==> config.mk <==
export PLATFORM = sky130hd
export DESIGN_NAME = pixel_upscale_yuy2_writer
export DESIGN_NICKNAME = d
export VERILOG_FILES = /design/src/rtl/core/puyw_pkg.sv /design/src/rtl/core/puyw_yuv_lane.sv /design/src/rtl/core/puyw_write_seq.sv /design/src/rtl/core/pixel_upscale_yuy2_writer.sv
export SDC_FILE = /design/constraint.sdc
export NUM_CORES = 2
export LEC_CHECK = 0
export ABC_AREA = 1
export BUFFER_PORTS_ARGS = -buffer_cell sky130_fd_sc_hd__clkbuf_2
export CORE_MARGIN = 2
export CORE_UTILIZATION = 50
export CTS_CLUSTER_DIAMETER = 100
export DETAILED_ROUTE_END_ITERATION = 10
export GPL_ROUTABILITY_DRIVEN = 0
export PLACE_DENSITY_LB_ADDON = 0.12
export SYNTH_ARGS = -nofsm -noshare
export SYNTH_HDL_FRONTEND = slang
export SYNTH_HIERARCHICAL = 1
export SYNTH_SLANG_ARGS = --single-unit
==> constraint.sdc <==
create_clock -name aclk -period 9.72 [get_ports aclk]
set_input_delay 1.944 -clock aclk [delete_from_list [all_inputs] [get_ports aclk]]
set_output_delay 1.944 -clock aclk [all_outputs]
set_load 0.02 [all_outputs]
==> src/rtl/core/puyw_pkg.sv <==
package puyw_pkg;

    localparam int SOURCE_WIDTH  = 160;
    localparam int SOURCE_HEIGHT = 144;
    localparam int MAX_SCALE     = 4;

    localparam int PAIRS_PER_ROW = (SOURCE_WIDTH + 1) / 2;

    localparam int PIXEL_W    = 24;
    localparam int WORD_W     = 32;
    localparam int ADDR_W     = 18;
    localparam int SCALE_W    = 3;
    localparam int OFFSET_W   = 10;
    localparam int STRIDE_W   = OFFSET_W - 1;
    localparam int CFG_IDX_W  = 3;
    localparam int CFG_DATA_W = 10;

    localparam int COL_W = (PAIRS_PER_ROW > 1) ? $clog2(PAIRS_PER_ROW) : 1;
    localparam int ROW_W = (SOURCE_HEIGHT > 1) ? $clog2(SOURCE_HEIGHT) : 1;
    localparam int GX_W  = COL_W + 1;
    localparam int CNT_W = (MAX_SCALE > 1) ? $clog2(MAX_SCALE) : 1;

    localparam int POS_W = $clog2((1 << OFFSET_W) + 2 * PAIRS_PER_ROW * MAX_SCALE
                                  + 2 * MAX_SCALE);
    localparam int SY_W  = $clog2((1 << OFFSET_W) + SOURCE_HEIGHT * MAX_SCALE
                                  + MAX_SCALE);
    localparam int PROD_W = SY_W + STRIDE_W;
    localparam int SUM_W  = PROD_W + 1;

    localparam logic [CFG_IDX_W-1:0] REG_SCALE        = 3'd0;
    localparam logic [CFG_IDX_W-1:0] REG_X_OFFSET     = 3'd1;
    localparam logic [CFG_IDX_W-1:0] REG_Y_OFFSET     = 3'd2;
    localparam logic [CFG_IDX_W-1:0] REG_FRAME_WIDTH  = 3'd3;
    localparam logic [CFG_IDX_W-1:0] REG_FRAME_HEIGHT = 3'd4;

    localparam logic [SCALE_W-1:0]  RESET_SCALE        = 3'd3;
    localparam logic [OFFSET_W-1:0] RESET_X_OFFSET     = 10'd80;
    localparam logic [OFFSET_W-1:0] RESET_Y_OFFSET     = 10'd24;
    localparam logic [OFFSET_W-1:0] RESET_FRAME_WIDTH  = 10'd640;
    localparam logic [OFFSET_W-1:0] RESET_FRAME_HEIGHT = 10'd480;

    // Reciprocal of 1000 scaled by 2^28, rounded up; exact for dividends below 2^18.
    localparam logic [18:0] RECIP_1000 = 19'd268436;

    typedef struct packed {
        logic [PIXEL_W-1:0] pixel_a;
        logic [PIXEL_W-1:0] pixel_b;
        logic               frame_start;
    } puyw_in_t;

    typedef struct packed {
        logic [ADDR_W-1:0] word_address;
        logic [WORD_W-1:0] word_data;
        logic              last;
    } puyw_out_t;

    typedef struct packed {
        logic [SCALE_W-1:0]  k;
        logic [CNT_W-1:0]    k_m1;
        logic [POS_W-1:0]    base;
        logic [SY_W-1:0]     ybase;
        logic [STRIDE_W-1:0] stride;
        logic [OFFSET_W-1:0] frame_height;
    } puyw_job_t;

    function automatic logic [7:0] div1000(input logic [17:0] v);
        logic [36:0] p;
        p = {19'b0, v} * {18'b0, RECIP_1000};
        return p[35:28];
    endfunction

    function automatic logic [7:0] chroma_byte(input logic neg, input logic [7:0] q);
        logic signed [9:0] v;
        v = neg ? -$signed({2'b0, q}) : $signed({2'b0, q});
        v = v + 10'sd128;
        if (v < 10'sd0) begin
            return 8'd0;
        end else if (v > 10'sd255) begin
            return 8'd255;
        end
        return v[7:0];
    endfunction

endpackage

==> src/rtl/core/puyw_yuv_lane.sv <==
module puyw_yuv_lane import puyw_pkg::*; (
    input  logic               aclk,
    input  logic               aresetn,
    input  logic               in_valid,
    input  logic [PIXEL_W-1:0] rgb,
    output logic               out_valid,
    output logic [WORD_W-1:0]  word
);

    logic [7:0] r, g, b;
    logic signed [18:0] rs, gs, bs;

    logic [2:0] valid_reg, valid_next;
    logic [17:0] y_sum_reg, y_sum_next;
    logic signed [18:0] cb_sum_reg, cb_sum_next;
    logic signed [18:0] cr_sum_reg, cr_sum_next;

    logic [17:0] cb_mag, cr_mag;
    logic [7:0] y_q_reg, y_q_next;
    logic [7:0] cb_q_reg, cb_q_next;
    logic [7:0] cr_q_reg, cr_q_next;
    logic cb_neg_reg, cb_neg_next;
    logic cr_neg_reg, cr_neg_next;

    logic [WORD_W-1:0] word_reg, word_next;
    logic [7:0] cb_byte, cr_byte;

    assign r  = rgb[23:16];
    assign g  = rgb[15:8];
    assign b  = rgb[7:0];
    assign rs = $signed({11'b0, r});
    assign gs = $signed({11'b0, g});
    assign bs = $signed({11'b0, b});

    assign y_sum_next  = {10'b0, r} * 18'd299 + {10'b0, g} * 18'd587 + {10'b0, b} * 18'd114;
    assign cb_sum_next = bs * 19'sd500 - rs * 19'sd169 - gs * 19'sd331;
    assign cr_sum_next = rs * 19'sd500 - gs * 19'sd419 - bs * 19'sd81;

    assign cb_mag = cb_sum_reg[18] ? 18'(-cb_sum_reg) : cb_sum_reg[17:0];
    assign cr_mag = cr_sum_reg[18] ? 18'(-cr_sum_reg) : cr_sum_reg[17:0];

    assign y_q_next    = div1000(y_sum_reg);
    assign cb_q_next   = div1000(cb_mag);
    assign cr_q_next   = div1000(cr_mag);
    assign cb_neg_next = cb_sum_reg[18];
    assign cr_neg_next = cr_sum_reg[18];

    assign cb_byte   = chroma_byte(cb_neg_reg, cb_q_reg);
    assign cr_byte   = chroma_byte(cr_neg_reg, cr_q_reg);
    assign word_next = {y_q_reg, cb_byte, y_q_reg, cr_byte};

    assign valid_next = {valid_reg[1:0], in_valid};

    always_ff @(posedge aclk) begin
        if (!aresetn) begin
            valid_reg <= '0;
        end else begin
            valid_reg <= valid_next;
        end
    end

    always_ff @(posedge aclk) begin
        y_sum_reg  <= y_sum_next;
        cb_sum_reg <= cb_sum_next;
        cr_sum_reg <= cr_sum_next;
        y_q_reg    <= y_q_next;
        cb_q_reg   <= cb_q_next;
        cr_q_reg   <= cr_q_next;
        cb_neg_reg <= cb_neg_next;
        cr_neg_reg <= cr_neg_next;
        if (valid_reg[1]) begin
            word_reg <= word_next;
        end
    end

    assign out_valid = valid_reg[2];
    assign word      = word_reg;

endmodule

==> src/rtl/core/puyw_write_seq.sv <==
module puyw_write_seq import puyw_pkg::*; (
    input  logic              aclk,
    input  logic              aresetn,
    input  logic              start,
    input  puyw_job_t         job,
    input  logic [WORD_W-1:0] word_a,
    input  logic [WORD_W-1:0] word_b,
    output logic              m_valid,
    input  logic              m_ready,
    output puyw_out_t         m_item,
    output logic              done
);

    localparam logic [1:0] ST_IDLE  = 2'd0;
    localparam logic [1:0] ST_RUN   = 2'd1;
    localparam logic [1:0] ST_FLUSH = 2'd2;

    logic [1:0] state_reg, state_next;
    logic [CNT_W-1:0] sy_reg, sy_next;
    logic [CNT_W-1:0] s_reg, s_next;
    logic sel_reg, sel_next;

    logic pend_valid_reg, pend_valid_next;
    logic [ADDR_W-1:0] pend_addr_reg, pend_addr_next;
    logic [WORD_W-1:0] pend_data_reg, pend_data_next;

    logic m_valid_reg, m_valid_next;
    puyw_out_t m_item_reg, m_item_next;

    logic [POS_W-1:0] w_sum;
    logic [POS_W-2:0] w;
    logic [SY_W-1:0] out_row;
    logic [PROD_W-1:0] row_start;
    logic [SUM_W-1:0] addr_sum;
    logic cand_ok, out_free, push, push_fire, flush_fire, last_step;

    assign w_sum = job.base + (sel_reg ? POS_W'(job.k) : POS_W'(0)) + POS_W'(s_reg);
    assign w     = w_sum[POS_W-1:1];
    assign out_row   = job.ybase + SY_W'(sy_reg);
    assign row_start = PROD_W'(out_row) * PROD_W'(job.stride);
    assign addr_sum  = SUM_W'(row_start) + SUM_W'(w);
    assign cand_ok   = (out_row < SY_W'(job.frame_height))
                    && ((POS_W-1)'(w) < (POS_W-1)'(job.stride));

    assign out_free  = !m_valid_reg || m_ready;
    assign last_step = sel_reg && (s_reg == job.k_m1) && (sy_reg == job.k_m1);
    assign push      = (state_reg == ST_RUN) && cand_ok && pend_valid_reg;
    assign push_fire = push && out_free;
    assign flush_fire = (state_reg == ST_FLUSH) && pend_valid_reg && out_free;

    always_comb begin
        state_next      = state_reg;
        sy_next         = sy_reg;
        s_next          = s_reg;
        sel_next        = sel_reg;
        pend_valid_next = pend_valid_reg;
        pend_addr_next  = pend_addr_reg;
        pend_data_next  = pend_data_reg;
        done            = 1'b0;
        unique case (state_reg)
            ST_IDLE: begin
                if (start) begin
                    state_next      = ST_RUN;
                    sy_next         = '0;
                    s_next          = '0;
                    sel_next        = 1'b0;
                    pend_valid_next = 1'b0;
                end
            end
            ST_RUN: begin
                if (!push || out_free) begin
                    if (cand_ok) begin
                        pend_valid_next = 1'b1;
                        pend_addr_next  = addr_sum[ADDR_W-1:0];
                        pend_data_next  = sel_reg ? word_b : word_a;
                    end
                    sel_next = !sel_reg;
                    if (sel_reg) begin
                        if (s_reg == job.k_m1) begin
                            s_next  = '0;
                            sy_next = sy_reg + CNT_W'(1);
                        end else begin
                            s_next = s_reg + CNT_W'(1);
                        end
                    end
                    if (last_step) begin
                        state_next = ST_FLUSH;
                    end
                end
            end
            ST_FLUSH: begin
                if (!pend_valid_reg || out_free) begin
                    pend_valid_next = 1'b0;
                    state_next      = ST_IDLE;
                    done            = 1'b1;
                end
            end
            default: begin
                state_next = ST_IDLE;
            end
        endcase
    end

    always_comb begin
        m_valid_next = m_valid_reg;
        m_item_next  = m_item_reg;
        if (push_fire || flush_fire) begin
            m_valid_next             = 1'b1;
            m_item_next.word_address = pend_addr_reg;
            m_item_next.word_data    = pend_data_reg;
            m_item_next.last         = flush_fire;
        end else if (m_ready) begin
            m_valid_next = 1'b0;
        end
    end

    always_ff @(posedge aclk) begin
        if (!aresetn) begin
            state_reg      <= ST_IDLE;
            pend_valid_reg <= 1'b0;
            m_valid_reg    <= 1'b0;
        end else begin
            state_reg      <= state_next;
            pend_valid_reg <= pend_valid_next;
            m_valid_reg    <= m_valid_next;
        end
    end

    always_ff @(posedge aclk) begin
        sy_reg        <= sy_next;
        s_reg         <= s_next;
        sel_reg       <= sel_next;
        pend_addr_reg <= pend_addr_next;
        pend_data_reg <= pend_data_next;
        m_item_reg    <= m_item_next;
    end

    assign m_valid = m_valid_reg;
    assign m_item  = m_item_reg;

endmodule

==> src/rtl/core/pixel_upscale_yuy2_writer.sv <==
// Converts pairs of RGB source pixels to YUY2 and writes each one as a block of
// scale by scale framebuffer words.
// The input channel (s_valid, s_ready, s_item) takes one pair of pixels per item,
// in raster order; frame_start restarts the column and row counters at this pair.
// The result channel (m_valid, m_ready, m_item) gives one write per item: word
// address, YUY2 data and a flag on the last write caused by the input item.
// Writes that fall outside the framebuffer are dropped, and an item whose writes
// all fall outside gives no results.
// The user writes the registers through cfg_wr_en, cfg_index and cfg_data only
// while the block is idle; the block does not enforce it. They take effect from
// the next input item. Both pixels are converted in two lanes side by side,
// each registering the sums, the quotients and the output word, after which the
// write sequencer walks the scale rows and positions, one candidate write per
// cycle unless held by a receiver stall. Each write passes through the
// sequencer's pending register and then the output register. s_ready is low from
// acceptance until the last write has been handed to the output register. When
// the receiver stalls, the sequencer holds at its next in-range write until the
// output register frees. Reset clears the counters and the handshake state and
// loads the default register values.
module pixel_upscale_yuy2_writer import puyw_pkg::*; (
    input  logic                  aclk,
    input  logic                  aresetn,
    input  logic                  s_valid,
    output logic                  s_ready,
    input  puyw_in_t              s_item,
    output logic                  m_valid,
    input  logic                  m_ready,
    output puyw_out_t             m_item,
    input  logic                  cfg_wr_en,
    input  logic [CFG_IDX_W-1:0]  cfg_index,
    input  logic [CFG_DATA_W-1:0] cfg_data
);

    logic [SCALE_W-1:0]  scale_reg, scale_next;
    logic [OFFSET_W-1:0] x_offset_reg, x_offset_next;
    logic [OFFSET_W-1:0] y_offset_reg, y_offset_next;
    logic [OFFSET_W-1:0] frame_width_reg, frame_width_next;
    logic [OFFSET_W-1:0] frame_height_reg, frame_height_next;

    logic [COL_W-1:0] col_reg, col_next;
    logic [ROW_W-1:0] row_reg, row_next;
    logic busy_reg, busy_next;
    puyw_job_t job_reg, job_next;

    logic accept;
    logic [COL_W-1:0] col_eff;
    logic [ROW_W-1:0] row_eff;
    logic [GX_W-1:0] gx;
    logic [SCALE_W-1:0] k;
    logic [PIXEL_W-1:0] pixel_b_eff;

    logic lane_a_valid, lane_b_valid;
    logic [WORD_W-1:0] word_a, word_b;
    logic seq_done;

    assign accept = s_valid && s_ready;
    assign s_ready = !busy_reg;

    assign col_eff = s_item.frame_start ? '0 : col_reg;
    assign row_eff = s_item.frame_start ? '0 : row_reg;
    assign gx      = {col_eff, 1'b0};

    assign pixel_b_eff = (32'(gx) + 32'd1 >= 32'(SOURCE_WIDTH)) ? s_item.pixel_a
                                                                 : s_item.pixel_b;

    always_comb begin
        if (scale_reg == '0) begin
            k = SCALE_W'(1);
        end else if (scale_reg > SCALE_W'(MAX_SCALE)) begin
            k = SCALE_W'(MAX_SCALE);
        end else begin
            k = scale_reg;
        end
    end

    always_comb begin
        job_next.k            = k;
        job_next.k_m1         = CNT_W'(k - SCALE_W'(1));
        job_next.base         = POS_W'(x_offset_reg) + POS_W'(gx) * POS_W'(k);
        job_next.ybase        = SY_W'(y_offset_reg) + SY_W'(row_eff) * SY_W'(k);
        job_next.stride       = frame_width_reg[OFFSET_W-1:1];
        job_next.frame_height = frame_height_reg;
    end

    always_comb begin
        col_next = col_reg;
        row_next = row_reg;
        if (accept) begin
            if (col_eff == COL_W'(PAIRS_PER_ROW - 1)) begin
                col_next = '0;
                if (row_eff == ROW_W'(SOURCE_HEIGHT - 1)) begin
                    row_next = '0;
                end else begin
                    row_next = row_eff + ROW_W'(1);
                end
            end else begin
                col_next = col_eff + COL_W'(1);
                row_next = row_eff;
            end
        end
    end

    always_comb begin
        busy_next = busy_reg;
        if (accept) begin
            busy_next = 1'b1;
        end else if (seq_done) begin
            busy_next = 1'b0;
        end
    end

    always_comb begin
        scale_next        = scale_reg;
        x_offset_next     = x_offset_reg;
        y_offset_next     = y_offset_reg;
        frame_width_next  = frame_width_reg;
        frame_height_next = frame_height_reg;
        if (cfg_wr_en) begin
            unique case (cfg_index)
                REG_SCALE:        scale_next        = cfg_data[SCALE_W-1:0];
                REG_X_OFFSET:     x_offset_next     = cfg_data[OFFSET_W-1:0];
                REG_Y_OFFSET:     y_offset_next     = cfg_data[OFFSET_W-1:0];
                REG_FRAME_WIDTH:  frame_width_next  = cfg_data[OFFSET_W-1:0];
                REG_FRAME_HEIGHT: frame_height_next = cfg_data[OFFSET_W-1:0];
                default: begin
                end
            endcase
        end
    end

    always_ff @(posedge aclk) begin
        if (!aresetn) begin
            scale_reg        <= RESET_SCALE;
            x_offset_reg     <= RESET_X_OFFSET;
            y_offset_reg     <= RESET_Y_OFFSET;
            frame_width_reg  <= RESET_FRAME_WIDTH;
            frame_height_reg <= RESET_FRAME_HEIGHT;
            col_reg          <= '0;
            row_reg          <= '0;
            busy_reg         <= 1'b0;
        end else begin
            scale_reg        <= scale_next;
            x_offset_reg     <= x_offset_next;
            y_offset_reg     <= y_offset_next;
            frame_width_reg  <= frame_width_next;
            frame_height_reg <= frame_height_next;
            col_reg          <= col_next;
            row_reg          <= row_next;
            busy_reg         <= busy_next;
        end
    end

    always_ff @(posedge aclk) begin
        if (accept) begin
            job_reg <= job_next;
        end
    end

    puyw_yuv_lane u_lane_a (
        .aclk      (aclk),
        .aresetn   (aresetn),
        .in_valid  (accept),
        .rgb       (s_item.pixel_a),
        .out_valid (lane_a_valid),
        .word      (word_a)
    );

    puyw_yuv_lane u_lane_b (
        .aclk      (aclk),
        .aresetn   (aresetn),
        .in_valid  (accept),
        .rgb       (pixel_b_eff),
        .out_valid (lane_b_valid),
        .word      (word_b)
    );

    puyw_write_seq u_write_seq (
        .aclk    (aclk),
        .aresetn (aresetn),
        .start   (lane_a_valid && lane_b_valid),
        .job     (job_reg),
        .word_a  (word_a),
        .word_b  (word_b),
        .m_valid (m_valid),
        .m_ready (m_ready),
        .m_item  (m_item),
        .done    (seq_done)
    );

endmodule
## Yosys cells after proc, flatten, opt, wreduce, memory -nomap -nowiden

Cells that the tools add are included.

| storage, ports and cells | value |
|---|---|
| register bits | 449 |
| latch bits | 0 |
| memory bits (writable) | 0 |
| bits in read-only memories | 0 |
| input bits | 67 |
| output and inout port bits | 53 |
| memories | 0 |

| cells by class | value |
|---|---|
| add/subtract/negate cells | 36 |
| multipliers | 27 |
| div/mod/pow operators | 0 |
| magnitude comparators | 12 |
| equal/unequal tests | 17 |
| shift operators | 0 |
| multiplexer cells | 65 |
| bitwise logic cells | 0 |
| reduce and logical (&&, ||, !) cells | 37 |

Operator list:

| operator | number |
|---|---|
| 18-bit by 17-bit multiplier with 34-bit output, second input constant | 6 |
| 19-bit subtractor | 8 |
| 8-bit 2-to-1 mux | 15 |
| 8-bit by 9-bit multiplier with 17-bit output, second input constant | 6 |
| 8-bit by 7-bit multiplier with 15-bit output, second input constant | 6 |
| 18-bit 2-to-1 mux | 4 |
| 18-bit negator | 4 |
| 10-bit by 9-bit adder with 10-bit output, second input constant | 4 |
| 10-bit by 9-bit > comparator with 1-bit output, second input constant | 4 |
| 10-bit by 1-bit < comparator with 1-bit output, second input constant | 4 |
| 10-bit 2-to-1 mux | 4 |
| 8-bit negator with 10-bit output | 4 |
| 17-bit by 18-bit adder with 18-bit output | 2 |
| 18-bit by 15-bit adder with 18-bit output | 2 |
| 8-bit by 10-bit multiplier with 18-bit output, second input constant | 2 |
| 8-bit by 8-bit multiplier with 16-bit output, second input constant | 2 |
| 32-bit 2-to-1 mux | 1 |
| 8-bit by 6-bit multiplier with 14-bit output, second input constant | 2 |
| 24-bit 2-to-1 mux | 1 |
| 10-bit by 11-bit adder with 11-bit output | 2 |
| 11-bit by 2-bit adder with 11-bit output | 2 |
| 2-bit 2-to-1 mux | 11 |
| 1-bit 2-to-1 mux | 19 |
| 18-bit by 10-bit adder with 18-bit output | 1 |
| other kinds (40) | 78 |

## Longest topological paths before layout

| depth | value |
|---|---|
| word-level depth | 11 |
| gate-level depth with buffers | 45 |

## Cells and area by module

The synthesis kept the hierarchy.

Modules (own cells, without submodules):

| module | instances | cells each | area each (µm²) |
|---|---|---|---|
| puyw_yuv_lane (u_lane_a) | 1 | 3736 | 29867.4 |
| puyw_yuv_lane (u_lane_b) | 1 | 3600 | 29427.0 |
| puyw_write_seq | 1 | 863 | 8313.0 |
| pixel_upscale_yuy2_writer | 1 | 669 | 5846.9 |

## Worst setup path before layout

OpenSTA, ideal clock, no wires.

| timing | value |
|---|---|
| kind | input-to-reg |
| start point | input port s_item[0] (netlist bit) |
| end point | register u_lane_b.cr_sum_reg[17] |
| setup time | 0.112 ns |
| data arrival time | 9.346 ns |
| setup slack | 0.262 ns |
| stages on the path | 41 |
| buffers on the path | 1 |
| cells stage by stage | inv_2 nand2_1 nand2_1 nand2_1 buf_4 mux2_2 fa_1 inv_1 fa_1 inv_1 fa_1 inv_1 fa_1 inv_1 ha_1 nand2_1 inv_1 nand2_1 [... 5 more ...] ha_1 fa_1 fa_1 inv_1 ha_1 a21oi_1 o21a_1 o21ai_1 xor2_1 ha_1 nand2_1 nor2_1 nand2_1 o211ai_1 a21oi_1 nand3_1 nand2_1 nand2_1 |

| between the ends | value |
|---|---|
| longest elaborated chain between the ends | 7 |
| elaborated cells on any way between the ends | 9 |

RTL lines:

| what | RTL line | source |
|---|---|---|
| start: declaration | pixel_upscale_yuy2_writer.sv:25 | `input puyw_in_t s_item,` |
| 7-bit 2-to-1 mux | pixel_upscale_yuy2_writer.sv:59 | `assign col_eff = s_item.frame_start ? '0 : col_reg;` |
| 8-bit by 1-bit adder with 9-bit output | pixel_upscale_yuy2_writer.sv:63 | `assign pixel_b_eff = (32'(gx) + 32'd1 >= 32'(SOURCE_WIDTH)) ? s_item.pixel_a` |
| 9-bit by 8-bit >= comparator with 1-bit output | pixel_upscale_yuy2_writer.sv:63 |  |
| 24-bit 2-to-1 mux | pixel_upscale_yuy2_writer.sv:63 |  |
| via pixel_b_eff[17] | pixel_upscale_yuy2_writer.sv:50 | `logic [PIXEL_W-1:0] pixel_b_eff;` |
| 8-bit by 7-bit multiplier with 15-bit output | puyw_yuv_lane.sv:37 | `assign cr_sum_next = rs * 19'sd500 - gs * 19'sd419 - bs * 19'sd81;` |
| 19-bit subtractor (2 in series) | puyw_yuv_lane.sv:37 |  |
| via u_lane_b.cr_sum_next[17] | puyw_yuv_lane.sv:16 | `logic signed [18:0] cr_sum_reg, cr_sum_next;` |
| end signal: assignment | puyw_yuv_lane.sv:65 | `cr_sum_reg <= cr_sum_next;` |
| end: declaration | puyw_yuv_lane.sv:16 |  |

The timed path passes the listed nets, and every way through them passes these cells.
A chain may end at the register's enable or synchronous reset.

## Worst setup path after layout

Same ends and word-level chain as after synthesis.

==> flow_summary.yaml <==
worst_setup_path:
  reg2reg_slack_ns: 1.57
  crit_required_ns: 10.22
  crit_slowest_cell: "fa_1"
  slowest_delay_ns: 0.54
  endpoint_kind: "register"
  critical_path_class: "input pin to register"
  start_kind: "input pin"
  critPathArrivalTime_ns: 9.82
  worst_path_most_repeated_cell: "nand2_1"
  crit_fanout: 11
floorplan:
  die-area_um2: 150000
  start_util_pct: 50.4
  fp-row-count: 140
  core_um2: 146000
  die_h_um: 387
  die_w_um: 387
  ios: 120
grt:
  grt_antenna_before_repair: 2
  grt_remaining_overflow: 0
  grt_usage_pct: 25.2
  grt_max_degree: 59
  grt_pass1_wl_mm: 307
  grt_pass1_vias: 59100
clocking:
  cts_buffer_depth: 3
  cts-root-buf: "clkbuf_16"
  clkTransAtPathRegs_ns: 0.06
  postCtsHoldBufs: 0
  cts_max_level: 2
  cts_buffers: 53
  cts_tree: "done"
  clk_latency_ns: 0.63
  clock-sinks: 430
run_status:
  status: "completed"
placement:
  io_buffers: 119
  placed_area_um2: 77600
  dp_hpwl_mm: 161
synthesis:
  synth_common_cells: "inv_1, ha_1, nand2_1, fa_1, nor2_1"
  ys_ff_latch: 430
  postSynthNetCount: 11300
  synth-edff-count: 200
  yosys_warnings: 6
  synth-seq-area-share_pct: 14.4
  async_reset_ff_share_pct: 0
  yosysMostFrequentCell: "inv_1"
  synth_area_leaders: "ha_1, fa_1, inv_1"
  synth_top_area_share_pct: 29.0
  synth_flop_cell: "dfxtp_1"
  synth_cell_types: 63
  yosysTopAreaCell: "ha_1"
  postSynthCellCount: 8868
  synth_area_um2: 73500
  avgSynthCellArea_um2: 8.28
finish:
  area_growth_pct: 8.24
  drive_gt1_share_pct: 5.76
  design_area_um2: 79500
  largest_reg_flops: 51
  fillers: 13800
  finalNetCount: 11600
sta:
  finalSetupViolations: 0
  finalClockSkew_ns: 0.0413
  final-hold-violation-count: 0
  fmax_mhz: 107
  slew_viol_final: 0
  tightestPinTransition_ns: 1.19
  finalCriticalPeriod_ns: 9.32
  whs_ns: 0.403
  slew-limit-headroom_pct: 20.2
  finalSetupTns_ns: 0
  timing.final.crit_share_pct: 95.9
detailed_routing:
  drt_iter0_drc: 2931
  vias: 57600
  detail_route.vias_per_cell: 5.17
  wl_per_cell_um: 16.7
  drt.antenna.violating_nets: 0
  drtPass1Iterations: 7
  wl_mm: 187
  drc: 0
job:
  cap_violations: 0
hold_path:
  hold_class: "register to register"
layout by cell type, fill, tap and decap left out, drive strengths merged, types with 22 or more instances in the layout:
cell type and instances:
a21boi 22, a21o 57, a21oi 505, a31oi 45, buf 190, clkbuf 184, dfxtp 230, edfxtp 200
fa 690, ha 1702, inv 1945, mux2 24, nand2 1523, nand3 306, nand4 63, nor2 622
nor3 88, o21ai 272, o21bai 37, xnor2 112, xor2 257
final timing paths:
| check | startpoint | end | cells past startpoint |
|---|---|---|---|
| max | s_item[0] | u_lane_b/cr_sum_reg[17] | 39 |
| min | u_write_seq/pend_data_reg[22] | u_write_seq/m_item[23] | 0 |
| max reg2reg | col_reg[6] | u_lane_b/cr_sum_reg[17] | 38 |
| min reg2reg | u_write_seq/pend_data_reg[22] | u_write_seq/m_item[23] | 0 |
what timing repair did:
| item | 4_1_cts | 5_1_grt |
|---|---|---|
| resized for setup | 0 | 19 |
| setup endpoints to repair | 0 | 9 |
| endpoints found under the hold margin | 0 | 0 |
| buffers inserted | 0 | 0 |
logic make-up (layout without fill, tap and decap cells):
group           count (synthesis)  after routing  synth area share (%)
compound gates               1011           1011                  7.74
xor+xnor                      369            369                  4.41
fa+ha+maj                    2392           2392                  47.8
buf+inv                      1994           2348                  10.3
flops                         430            430                  14.4
mux                            24             24                 0.368
other cells                     0              2                     0
simple gates                 2648           2648                  14.9
layer usage:
metal / GRT usage [%] / vias up / part of all wire [%]
met2: 44.6 / 943 / 48
met3: 2.13 / 213 / 3.4
met1: 33.2 / 27400 / 46
met4: 5.90 / 2 / 2.5
li1: - / 29100 / -
met5: 0 / - / 0.0064
worst max-delay path: cells and delay by family:
family          cells  cell delay, ns
xor+xnor            2            0.38
simple gates       12            1.24
buf+inv            10            1.01
compound gates      3            0.56
mux                 1            0.37
fa+ha+maj          11            4.28
per-stage QoR:
| step | util [%] | worst slack (ns) | instances |
|---|---|---|---|
| floorplan | - | 0.262 | 8868 |
| global placement | 53.3 | -0.143 | 11000 |
| detailed placement | 53.3 | -0.222 | 11000 |
| CTS | 54.5 | 0.367 | 11100 |
| global route | 54.6 | -0.0225 | 11100 |
| finish | 54.6 | 0.401 | 11100 |
layout make-up:
type                    count  area, um^2  share of cell area [%]
flip-flops and latches    430       10600                    13.3
diodes                      2        5.00                 0.00629
clock buffers              65        1410                    1.78
clock inverters            32         400                   0.504
multi-input cells        6444       55300                    69.6
well taps                1917        2400                    3.02
inverters                1942        7290                    9.17
repair buffers            309        2050                    2.58
Power is left out: the tool's default activity adds up to more than one toggle a clock period on the data nets, which glitch-free logic cannot reach.
